File: config.mk
export PLATFORM = sky130hd
export DESIGN_NAME = dual_motor_ramp_controller_top
export DESIGN_NICKNAME = d
export VERILOG_FILES = /design/src/rtl/dmr_pkg.sv /design/src/rtl/dual_motor_ramp_controller_top.sv /design/src/rtl/dmr_chan.sv /design/src/rtl/dmr_core.sv /design/src/rtl/dmr_cmp.sv
export SDC_FILE = /design/constraint.sdc
export NUM_CORES = 2
export LEC_CHECK = 0
export BUFFER_PORTS_ARGS = -buffer_cell sky130_fd_sc_hd__buf_4
export CORE_UTILIZATION = 65
export CTS_BUF_LIST = sky130_fd_sc_hd__clkbuf_4 sky130_fd_sc_hd__clkbuf_8 sky130_fd_sc_hd__clkbuf_16
export DETAILED_ROUTE_END_ITERATION = 8
export MAX_ROUTING_LAYER = met4
export PLACE_DENSITY = 0.95
export SLEW_MARGIN = 20
export SYNTH_ARGS = -nofsm -noshare
export SYNTH_HDL_FRONTEND = slang
export SYNTH_SLANG_ARGS = --single-unit
File: constraint.sdc
create_clock -name aclk -period 10.3 [get_ports aclk]
set_input_delay 0.515 -clock aclk [delete_from_list [all_inputs] [get_ports aclk]]
set_output_delay 0.515 -clock aclk [all_outputs]
set_load 0.05 [all_outputs]
File: src/rtl/dmr_pkg.sv
`timescale 1ns / 1ps
// ----------------------------------------------------------------------------
// dmr_pkg
// Shared types, codes and constants of the dual motor ramp controller.
// ----------------------------------------------------------------------------
package dmr_pkg;

    // item kinds
    localparam logic [2:0] KIND_TICK   = 3'd0;
    localparam logic [2:0] KIND_MODE   = 3'd1;
    localparam logic [2:0] KIND_SPEED  = 3'd2;
    localparam logic [2:0] KIND_ADJUST = 3'd3;
    localparam logic [2:0] KIND_TURN   = 3'd4;

    // drive modes
    localparam logic [2:0] MODE_HALT    = 3'd0;
    localparam logic [2:0] MODE_FWD     = 3'd1;
    localparam logic [2:0] MODE_BACK    = 3'd2;
    localparam logic [2:0] MODE_LEFT    = 3'd3;
    localparam logic [2:0] MODE_RIGHT   = 3'd4;
    localparam logic [2:0] MODE_SPIN_BF = 3'd5;
    localparam logic [2:0] MODE_SPIN_FB = 3'd6;
    localparam logic [2:0] MODE_LAST    = MODE_SPIN_FB;

    // direction codes
    localparam logic [1:0] DIR_STOP = 2'd0;
    localparam logic [1:0] DIR_FWD  = 2'd1;
    localparam logic [1:0] DIR_BACK = 2'd2;

    // ramp phases
    localparam logic [1:0] PH_ACCEL = 2'd0;
    localparam logic [1:0] PH_DECEL = 2'd1;
    localparam logic [1:0] PH_SETM  = 2'd2;

    // pin patterns
    localparam logic [1:0] PINS_OFF  = 2'b00;
    localparam logic [1:0] PINS_FWD  = 2'b01;
    localparam logic [1:0] PINS_BACK = 2'b10;

    // configuration register indexes
    localparam logic [1:0] CFG_RAMP_SHIFT = 2'd0;
    localparam logic [1:0] CFG_STOP_THR   = 2'd1;
    localparam logic [1:0] CFG_PWM_TOP    = 2'd2;

    // reset values
    localparam logic [2:0]  RAMP_SHIFT_RST = 3'd2;
    localparam logic [7:0]  STOP_THR_RST   = 8'd4;
    localparam logic [15:0] PWM_TOP_RST    = 16'd4165;
    localparam logic [7:0]  BASE_RST       = 8'd100;
    localparam logic [7:0]  TURN_RST       = 8'd128;

    localparam logic [8:0]  TURN_UNITY = 9'd256;
    localparam logic [7:0]  SPEED_MAX  = 8'd255;

    // floor(x / 255) = (x * RECIP_255) >> 32 for any 24-bit x
    localparam logic [24:0] RECIP_255  = 25'd16843010;

    typedef struct packed {
        logic [1:0] phase;
        logic [1:0] pdir;
        logic [1:0] wdir;
        logic [7:0] pspeed;
        logic [7:0] wspeed;
        logic [1:0] pins;
    } dmr_chan_t;

    // wanted direction per mode, ch 0 is channel A
    function automatic logic [1:0] dir_of(input logic [2:0] mode, input logic ch);
        logic [1:0] d;
        begin
            unique case (mode)
                MODE_FWD, MODE_LEFT, MODE_RIGHT: d = DIR_FWD;
                MODE_BACK:    d = DIR_BACK;
                MODE_SPIN_BF: d = ch ? DIR_FWD : DIR_BACK;
                MODE_SPIN_FB: d = ch ? DIR_BACK : DIR_FWD;
                default:      d = DIR_STOP;
            endcase
            return d;
        end
    endfunction

endpackage

File: src/rtl/dual_motor_ramp_controller_top.sv
`timescale 1ns / 1ps
// ----------------------------------------------------------------------------
// dual_motor_ramp_controller_top
// Two-channel motor ramp controller with a stream command input and a stream
// result output carrying PWM compare values and direction pins.
// ----------------------------------------------------------------------------
// Every accepted item (tick or command) yields exactly one result item. The
// block takes one item per cycle unless a stalled result backs it up; a result
// passes the input register (loaded at the accepting edge), state update (the
// whole ramp and command logic, so each item sees the state left by the one
// before), speed times PWM top, and divide by 255 into the output register.
// Stages hold when the output is stalled and empty stages fill, so input is
// still taken while a result waits. Configuration writes take effect at once
// and are meant for idle periods.
module dual_motor_ramp_controller_top (
    input  logic        aclk,
    input  logic        aresetn,
    input  logic        s_tvalid,
    output logic        s_tready,
    // mode[2:0], speed_value[10:3], speed_delta[18:11], turn_value[26:19]
    input  logic [31:0] s_tdata,
    // kind[2:0]
    input  logic [2:0]  s_tuser,
    output logic        m_tvalid,
    input  logic        m_tready,
    // compare_a[15:0], compare_b[31:16], pins_a[33:32], pins_b[35:34]
    output logic [39:0] m_tdata,
    input  logic        cfg_we,
    input  logic [1:0]  cfg_idx,
    input  logic [15:0] cfg_wdata
);

    logic [2:0]  ramp_shift_reg;
    logic [7:0]  stop_thr_reg;
    logic [15:0] pwm_top_reg;

    logic [2:0]  kind_reg;
    logic [26:0] data_reg;
    logic        in_vld_reg, upd_vld_reg, mul_vld_reg, out_vld_reg;
    logic        adv_in, adv_upd, adv_mul, adv_out;

    dmr_pkg::dmr_chan_t chan_a, chan_b;
    logic [15:0] compare_a, compare_b;
    logic [1:0]  pins_a, pins_b;

    always_ff @(posedge aclk) begin
        if (!aresetn) begin
            ramp_shift_reg <= dmr_pkg::RAMP_SHIFT_RST;
            stop_thr_reg   <= dmr_pkg::STOP_THR_RST;
            pwm_top_reg    <= dmr_pkg::PWM_TOP_RST;
        end else if (cfg_we) begin
            unique case (cfg_idx)
                dmr_pkg::CFG_RAMP_SHIFT: ramp_shift_reg <= cfg_wdata[2:0];
                dmr_pkg::CFG_STOP_THR:   stop_thr_reg   <= cfg_wdata[7:0];
                dmr_pkg::CFG_PWM_TOP:    pwm_top_reg    <= cfg_wdata;
                default: ;
            endcase
        end
    end

    // pipeline flow: a stage moves when the next one is empty or moving
    assign adv_out  = out_vld_reg && m_tready;
    assign adv_mul  = mul_vld_reg && (!out_vld_reg || adv_out);
    assign adv_upd  = upd_vld_reg && (!mul_vld_reg || adv_mul);
    assign adv_in   = in_vld_reg && (!upd_vld_reg || adv_upd);
    assign s_tready = !in_vld_reg || adv_in;

    always_ff @(posedge aclk) begin
        if (!aresetn) begin
            in_vld_reg  <= 1'b0;
            upd_vld_reg <= 1'b0;
            mul_vld_reg <= 1'b0;
            out_vld_reg <= 1'b0;
        end else begin
            if (s_tready) begin
                in_vld_reg <= s_tvalid;
            end
            if (!upd_vld_reg || adv_upd) begin
                upd_vld_reg <= adv_in;
            end
            if (!mul_vld_reg || adv_mul) begin
                mul_vld_reg <= adv_upd;
            end
            if (!out_vld_reg || adv_out) begin
                out_vld_reg <= adv_mul;
            end
        end
    end

    always_ff @(posedge aclk) begin
        if (s_tready && s_tvalid) begin
            kind_reg <= s_tuser;
            data_reg <= s_tdata[26:0];
        end
    end

    dmr_core u_core (
        .aclk        (aclk),
        .aresetn     (aresetn),
        .en          (adv_in),
        .kind        (kind_reg),
        .mode        (data_reg[2:0]),
        .speed_value (data_reg[10:3]),
        .speed_delta ($signed(data_reg[18:11])),
        .turn_value  (data_reg[26:19]),
        .ramp_shift  (ramp_shift_reg),
        .stop_thr    (stop_thr_reg),
        .chan_a      (chan_a),
        .chan_b      (chan_b)
    );

    dmr_cmp u_cmp_a (
        .aclk     (aclk),
        .en_mul   (adv_upd),
        .en_div   (adv_mul),
        .pwm_top  (pwm_top_reg),
        .speed    (chan_a.pspeed),
        .pins     (chan_a.pins),
        .compare  (compare_a),
        .pins_out (pins_a)
    );

    dmr_cmp u_cmp_b (
        .aclk     (aclk),
        .en_mul   (adv_upd),
        .en_div   (adv_mul),
        .pwm_top  (pwm_top_reg),
        .speed    (chan_b.pspeed),
        .pins     (chan_b.pins),
        .compare  (compare_b),
        .pins_out (pins_b)
    );

    assign m_tvalid = out_vld_reg;
    assign m_tdata  = {4'b0000, pins_b, pins_a, compare_b, compare_a};

endmodule

File: src/rtl/dmr_chan.sv
`timescale 1ns / 1ps
// ----------------------------------------------------------------------------
// dmr_chan
// One tick of a channel's ramp: accelerate, decelerate, switch pins.
// ----------------------------------------------------------------------------
module dmr_chan (
    input  dmr_pkg::dmr_chan_t cur,
    input  logic [2:0]         ramp_shift,
    input  logic [7:0]         stop_thr,
    output dmr_pkg::dmr_chan_t nxt
);

    logic signed [9:0] acc_diff;
    logic signed [9:0] acc_step;
    logic signed [9:0] dec_diff;
    logic signed [9:0] dec_step;
    logic [9:0]        acc_sum;
    logic [9:0]        dec_sum;

    // floor shifts; sums always stay within 0..255
    assign acc_diff = $signed({2'b00, cur.wspeed}) - $signed({2'b00, cur.pspeed});
    assign acc_step = acc_diff >>> ramp_shift;
    assign dec_diff = 10'sd0 - $signed({2'b00, cur.pspeed});
    assign dec_step = dec_diff >>> ramp_shift;
    assign acc_sum  = {2'b00, cur.pspeed} + $unsigned(acc_step);
    assign dec_sum  = {2'b00, cur.pspeed} + $unsigned(dec_step);

    always_comb begin
        nxt = cur;
        unique case (cur.phase)
            dmr_pkg::PH_DECEL: begin
                nxt.pspeed = dec_sum[7:0];
                if (cur.pspeed < stop_thr) begin
                    nxt.phase = dmr_pkg::PH_SETM;
                end
            end
            dmr_pkg::PH_SETM: begin
                unique case (cur.wdir)
                    dmr_pkg::DIR_FWD:  nxt.pins = dmr_pkg::PINS_FWD;
                    dmr_pkg::DIR_BACK: nxt.pins = dmr_pkg::PINS_BACK;
                    default: begin
                        nxt.pins   = dmr_pkg::PINS_OFF;
                        nxt.wspeed = '0;
                    end
                endcase
                nxt.pdir  = cur.wdir;
                nxt.phase = dmr_pkg::PH_ACCEL;
            end
            default: begin
                if (cur.wdir != cur.pdir) begin
                    nxt.phase = dmr_pkg::PH_DECEL;
                end else begin
                    nxt.pspeed = acc_sum[7:0];
                end
            end
        endcase
    end

endmodule

File: src/rtl/dmr_core.sv
`timescale 1ns / 1ps
// ----------------------------------------------------------------------------
// dmr_core
// Controller state and its combinational update for one item, registered when enabled.
// ----------------------------------------------------------------------------
module dmr_core (
    input  logic               aclk,
    input  logic               aresetn,
    input  logic               en,
    input  logic [2:0]         kind,
    input  logic [2:0]         mode,
    input  logic [7:0]         speed_value,
    input  logic signed [7:0]  speed_delta,
    input  logic [7:0]         turn_value,
    input  logic [2:0]         ramp_shift,
    input  logic [7:0]         stop_thr,
    output dmr_pkg::dmr_chan_t chan_a,
    output dmr_pkg::dmr_chan_t chan_b
);

    logic [2:0]         drive_mode_reg, drive_mode_next;
    logic [7:0]         base_reg, base_next;
    logic [7:0]         turn_reg, turn_next;
    dmr_pkg::dmr_chan_t chan_a_reg, chan_a_next;
    dmr_pkg::dmr_chan_t chan_b_reg, chan_b_next;
    dmr_pkg::dmr_chan_t tick_a, tick_b;

    logic signed [9:0]  adj_sum;
    logic [2:0]         mode_sel;
    logic               apply;
    logic [8:0]         up_factor, dn_factor;
    logic [16:0]        up_prod, dn_prod;
    logic [7:0]         up_speed, dn_speed;

    dmr_chan u_chan_a (
        .cur        (chan_a_reg),
        .ramp_shift (ramp_shift),
        .stop_thr   (stop_thr),
        .nxt        (tick_a)
    );

    dmr_chan u_chan_b (
        .cur        (chan_b_reg),
        .ramp_shift (ramp_shift),
        .stop_thr   (stop_thr),
        .nxt        (tick_b)
    );

    assign adj_sum = $signed({2'b00, base_reg}) + 10'(speed_delta);

    always_comb begin
        base_next = base_reg;
        turn_next = turn_reg;
        unique case (kind)
            dmr_pkg::KIND_SPEED: base_next = speed_value;
            dmr_pkg::KIND_ADJUST: begin
                if (adj_sum < 0) begin
                    base_next = '0;
                end else if (adj_sum > $signed({2'b00, dmr_pkg::SPEED_MAX})) begin
                    base_next = dmr_pkg::SPEED_MAX;
                end else begin
                    base_next = adj_sum[7:0];
                end
            end
            dmr_pkg::KIND_TURN: turn_next = turn_value;
            default: ;
        endcase
    end

    always_comb begin
        if (kind == dmr_pkg::KIND_MODE) begin
            mode_sel = mode;
            apply    = (mode <= dmr_pkg::MODE_LAST);
        end else begin
            mode_sel = (drive_mode_reg > dmr_pkg::MODE_LAST) ? dmr_pkg::MODE_HALT
                                                            : drive_mode_reg;
            apply    = (kind == dmr_pkg::KIND_SPEED) || (kind == dmr_pkg::KIND_ADJUST) ||
                       (kind == dmr_pkg::KIND_TURN);
        end
    end

    assign up_factor = dmr_pkg::TURN_UNITY + {1'b0, turn_next};
    assign dn_factor = dmr_pkg::TURN_UNITY - {1'b0, turn_next};
    assign up_prod   = base_next * up_factor;
    assign dn_prod   = base_next * dn_factor;
    assign up_speed  = up_prod[16] ? dmr_pkg::SPEED_MAX : up_prod[15:8];
    assign dn_speed  = dn_prod[16] ? dmr_pkg::SPEED_MAX : dn_prod[15:8];

    always_comb begin
        drive_mode_next = drive_mode_reg;
        chan_a_next     = chan_a_reg;
        chan_b_next     = chan_b_reg;
        if (kind == dmr_pkg::KIND_TICK) begin
            chan_a_next = tick_a;
            chan_b_next = tick_b;
        end else if (apply) begin
            drive_mode_next  = mode_sel;
            chan_a_next.wdir = dmr_pkg::dir_of(mode_sel, 1'b0);
            chan_b_next.wdir = dmr_pkg::dir_of(mode_sel, 1'b1);
            unique case (mode_sel)
                dmr_pkg::MODE_LEFT: begin
                    chan_a_next.wspeed = up_speed;
                    chan_b_next.wspeed = dn_speed;
                end
                dmr_pkg::MODE_RIGHT: begin
                    chan_a_next.wspeed = dn_speed;
                    chan_b_next.wspeed = up_speed;
                end
                default: begin
                    chan_a_next.wspeed = base_next;
                    chan_b_next.wspeed = base_next;
                end
            endcase
        end
    end

    always_ff @(posedge aclk) begin
        if (!aresetn) begin
            drive_mode_reg <= dmr_pkg::MODE_HALT;
            base_reg       <= dmr_pkg::BASE_RST;
            turn_reg       <= dmr_pkg::TURN_RST;
            chan_a_reg     <= '0;
            chan_b_reg     <= '0;
        end else if (en) begin
            drive_mode_reg <= drive_mode_next;
            base_reg       <= base_next;
            turn_reg       <= turn_next;
            chan_a_reg     <= chan_a_next;
            chan_b_reg     <= chan_b_next;
        end
    end

    assign chan_a = chan_a_reg;
    assign chan_b = chan_b_reg;

endmodule

File: src/rtl/dmr_cmp.sv
`timescale 1ns / 1ps
// ----------------------------------------------------------------------------
// dmr_cmp
// PWM compare for one channel: top * speed, then divide by 255 through a
// reciprocal multiply. Two register stages, pins carried alongside.
// ----------------------------------------------------------------------------
module dmr_cmp (
    input  logic        aclk,
    input  logic        en_mul,
    input  logic        en_div,
    input  logic [15:0] pwm_top,
    input  logic [7:0]  speed,
    input  logic [1:0]  pins,
    output logic [15:0] compare,
    output logic [1:0]  pins_out
);

    logic [23:0] prod_reg;
    logic [1:0]  pins_mid_reg;
    logic [15:0] compare_reg;
    logic [1:0]  pins_out_reg;
    logic [48:0] quot_wide;

    // zero speed or zero top give a zero product, hence a zero compare
    assign quot_wide = prod_reg * dmr_pkg::RECIP_255;

    always_ff @(posedge aclk) begin
        if (en_mul) begin
            prod_reg     <= pwm_top * speed;
            pins_mid_reg <= pins;
        end
        if (en_div) begin
            compare_reg  <= quot_wide[47:32];
            pins_out_reg <= pins_mid_reg;
        end
    end

    assign compare  = compare_reg;
    assign pins_out = pins_out_reg;

endmodule

==> impl_metrics.csv <==
group,metric,value,unit
global_route,grt-ovfl-total,0,
drt,vias,22800,
floorplanning,initial_core_util,0.658,
final_layout,fin_cells,3782,
logic_synthesis,ys_types,83,
power,clock_power_share,0.257,
hold_path,min_path_type,"primary input to register",
worst_setup_path,crit_buf_inv,4,
floorplanning,die_w,213,microns
final_layout,nNetsFinal,4073,
timing,clock.fmax,0.117,GHz
global_route,antenna_found_initial,0,
worst_setup_path,path_delay_family,"adder cells",
placement,io_buffers,90,
floorplanning,pin_count,100,
power,switching_power,1.53,mW
final_layout,drive_gt1_frac,0.0643,
timing,finalMaxSlewViolations,0,
worst_setup_path,cp_slowest_cell,"o21a_1",
worst_setup_path,crit_top_cell,"fa_1",
clock_tree,root_buffer,"clkbuf_16",
drt,ant_nets,0,
worst_setup_path,r2r_end,"u_core.chan_a[8]",
placement,place.gp.congestion,0.955,
clock_tree,cts.htree.levels,1,
timing,tns,0,ns
logic_synthesis,synth_top_area_frac,0.241,
final_layout,syn_to_final_growth,7.35,%
worst_setup_path,max_stage_delay,0.64,ns
logic_synthesis,ys.flop_type,"edfxtp_1",
logic_synthesis,avgSynthCellArea,9.29,sq um
worst_setup_path,reg2reg_from,"u_core.base_reg[0]",
floorplanning,die_area,45500,sq um
power,seqPwrFrac,0.264,
worst_setup_path,critPathKind,"register to register",
clock_tree,clock_latency,0.57,ns
logic_synthesis,netlist_area,29000,sq um
run_status,status,"finished, final reports clean",
final_layout,nFillCells,2898,
power,combPwrFrac,0.478,
logic_synthesis,synth_cells,3126,
placement,placedCellCount,3734,
timing,max_slew_margin,0.202,
floorplanning,die_y,213,microns
drt,wirelength,70900,microns
worst_setup_path,rrSetupSlack,1.73,ns
timing,tightest_slew,1.20,ns
timing,min_period,8.57,ns
global_route,grt_pass1_wl,116000,microns
hold_path,min_to,"data_reg[24]",
logic_synthesis,yosysSeqAreaShare,0.190,
floorplanning,num_rows,77,
timing,hold_viol_final,0,
power,vdd_drop_max,0.000181,V
drt,via_per_inst,6.04,
power,p_leak,15.8,nW
clock_tree,cts_tree,"yes",
logic_synthesis,synth_common_cells,"ha_1, inv_1, fa_1, nand2_1, nor2_1",
logic_synthesis,yosys_warnings,0,
logic_synthesis,synth_edf_count,118,
logic_synthesis,synth_area_leaders,"ha_1, fa_1, edfxtp_1",
clock_tree,cts_resized,0,
worst_setup_path,critPathArrivalTime,9.01,ns
drt,drc,0,
logic_synthesis,yosys.area.top_type,"ha_1",
worst_setup_path,cp-end-kind,"register",
timing,setup-violations-final,0,
logic_synthesis,synth-async-reset-ratio,0,
worst_setup_path,worstRegToRegCells,29,
clock_tree,cts_made_buffers,26,
timing,whs,0.132,ns
floorplanning,core-area,44100,sq um
timing,rsz0062_at_grt,"false",
hold_path,hold_depth,1,
placement,hpwl,53500,microns
global_route,grt_max_degree,64,
clock_tree,postCtsSetupBuffers,0,
worst_setup_path,cp.required,10.74,ns
final_layout,antenna_cells,0,
global_route,track_usage,0.330,
worst_setup_path,worstSetupStartpointType,"register",
clock_tree,cts.hold.buffers_added,0,
final_layout,largest_reg_flops,27,
drt,drt_iter0_markers,1546,
clock_tree,numClockSinks,216,
timing,fin_crit_sh,0.832,
clock_tree,path_clk_slew,0.06,ns
logic_synthesis,yosysMostFrequentCell,"ha_1",
global_route,grt_pass1_vias,24700,
worst_setup_path,cp_max_fo,17,
logic_synthesis,synth-seq-cells,216,
job,drv_cap,0,
drt,wl_per_cell,18.7,microns
power,sw_frac_of_total,0.404,
power,powerDensity,122,nW/um^2
timing,fin_skew,0.0173,ns
clock_tree,clk_path_buf_depth,3,
drt,drt_pass1_iterations,7,
hold_path,min-delay-start,"s_tdata[24]",
power,internal_power,2.26,mW
-- routing by layer --
| metal | global-route usage | vias to the layer above | part of all wire | wire (microns) |
|---|---|---|---|---|
| li1 | - | 10400 | - | - |
| met1 | 0.354 | 10900 | 0.36 | 25600 |
| met2 | 0.571 | 1130 | 0.50 | 35400 |
| met3 | 0.0573 | 408 | 0.078 | 5540 |
| met4 | 0.201 | 0 | 0.062 | 4420 |
| met5 | - | - | 0 | 0 |
-- worst max-delay path by stage --
stage                            end  slack [ns]  cells after the start          startpoint
floorplan           u_core.chan_b[5]        2.65                     27  u_core.base_reg[0]
global placement    u_core.chan_a[8]        2.08                     29  u_core.base_reg[0]
detailed placement  u_core.chan_a[8]        1.86                     29  u_core.base_reg[0]
CTS                 u_core.chan_a[8]        1.85                     29  u_core.base_reg[0]
global route        u_core.chan_a[4]        1.27                     30  u_core.base_reg[0]
finish              u_core.chan_a[8]        1.73                     29  u_core.base_reg[0]
-- power by group through the flow --
stage                     sequential [mW]  combinational, mW  clock [mW]
after global routing                 1.00               2.03        1.01
final                                1.00               1.81       0.974
after CTS                           0.998               1.79       0.981
after detailed placement             1.02               1.76           0
after global placement               1.01               1.65           0
after floorplan                      1.00               1.33           0
-- cell usage in the layout (no fill, tap or decap), types with 34 or more instances in the layout --
cell type	n
ha_1	558
a211oi_1	36
a21oi_1	136
nor2b_1	35
nand2_1	253
dfxtp_1	98
xor2_1	34
nor2_1	242
edfxtp_1	118
inv_1	499
nand3_1	47
fa_1	287
mux2i_1	51
o21ai_0	73
and2_1	157
xnor2_1	78
a21o_1	53
buf_4	111
-- final cells by class --
type	instances	area, sq um	share of cell area
flip-flops and latches	216	5510	0.177
inverters	501	1880	0.0603
clock buffers	34	753	0.0242
multi-input cells	2314	21300	0.684
clock inverters	14	140	0.00450
repair buffers	111	833	0.0267
well taps	592	741	0.0238
-- logic make-up (layout without fill, tap and decap cells) --
group,Yosys count,count (layout),share of synthesized area
multiplexers,59,59,0.0207
AO/OA/AOI/OAI,433,433,0.0970
other,1,4,0.000129
AND/OR/NAND/NOR,860,860,0.142
buffers and inverters,599,660,0.0782
flip-flops,216,216,0.190
adder cells (fa/ha/maj),845,845,0.438
XOR/XNOR,113,113,0.0344
-- stage by stage --
step	setup WS, ns	power, mW	util	cell area [sq um]
final	1.73	3.79	0.706	31200
after global placement	2.08	2.67	0.686	30300
after floorplan	2.65	2.33	-	29000
after CTS	1.85	3.77	0.706	31200
after global routing	1.27	4.04	0.706	31200
after detailed placement	1.86	2.78	0.686	30300
No activity file was read; power rests on OpenSTA's default activity.
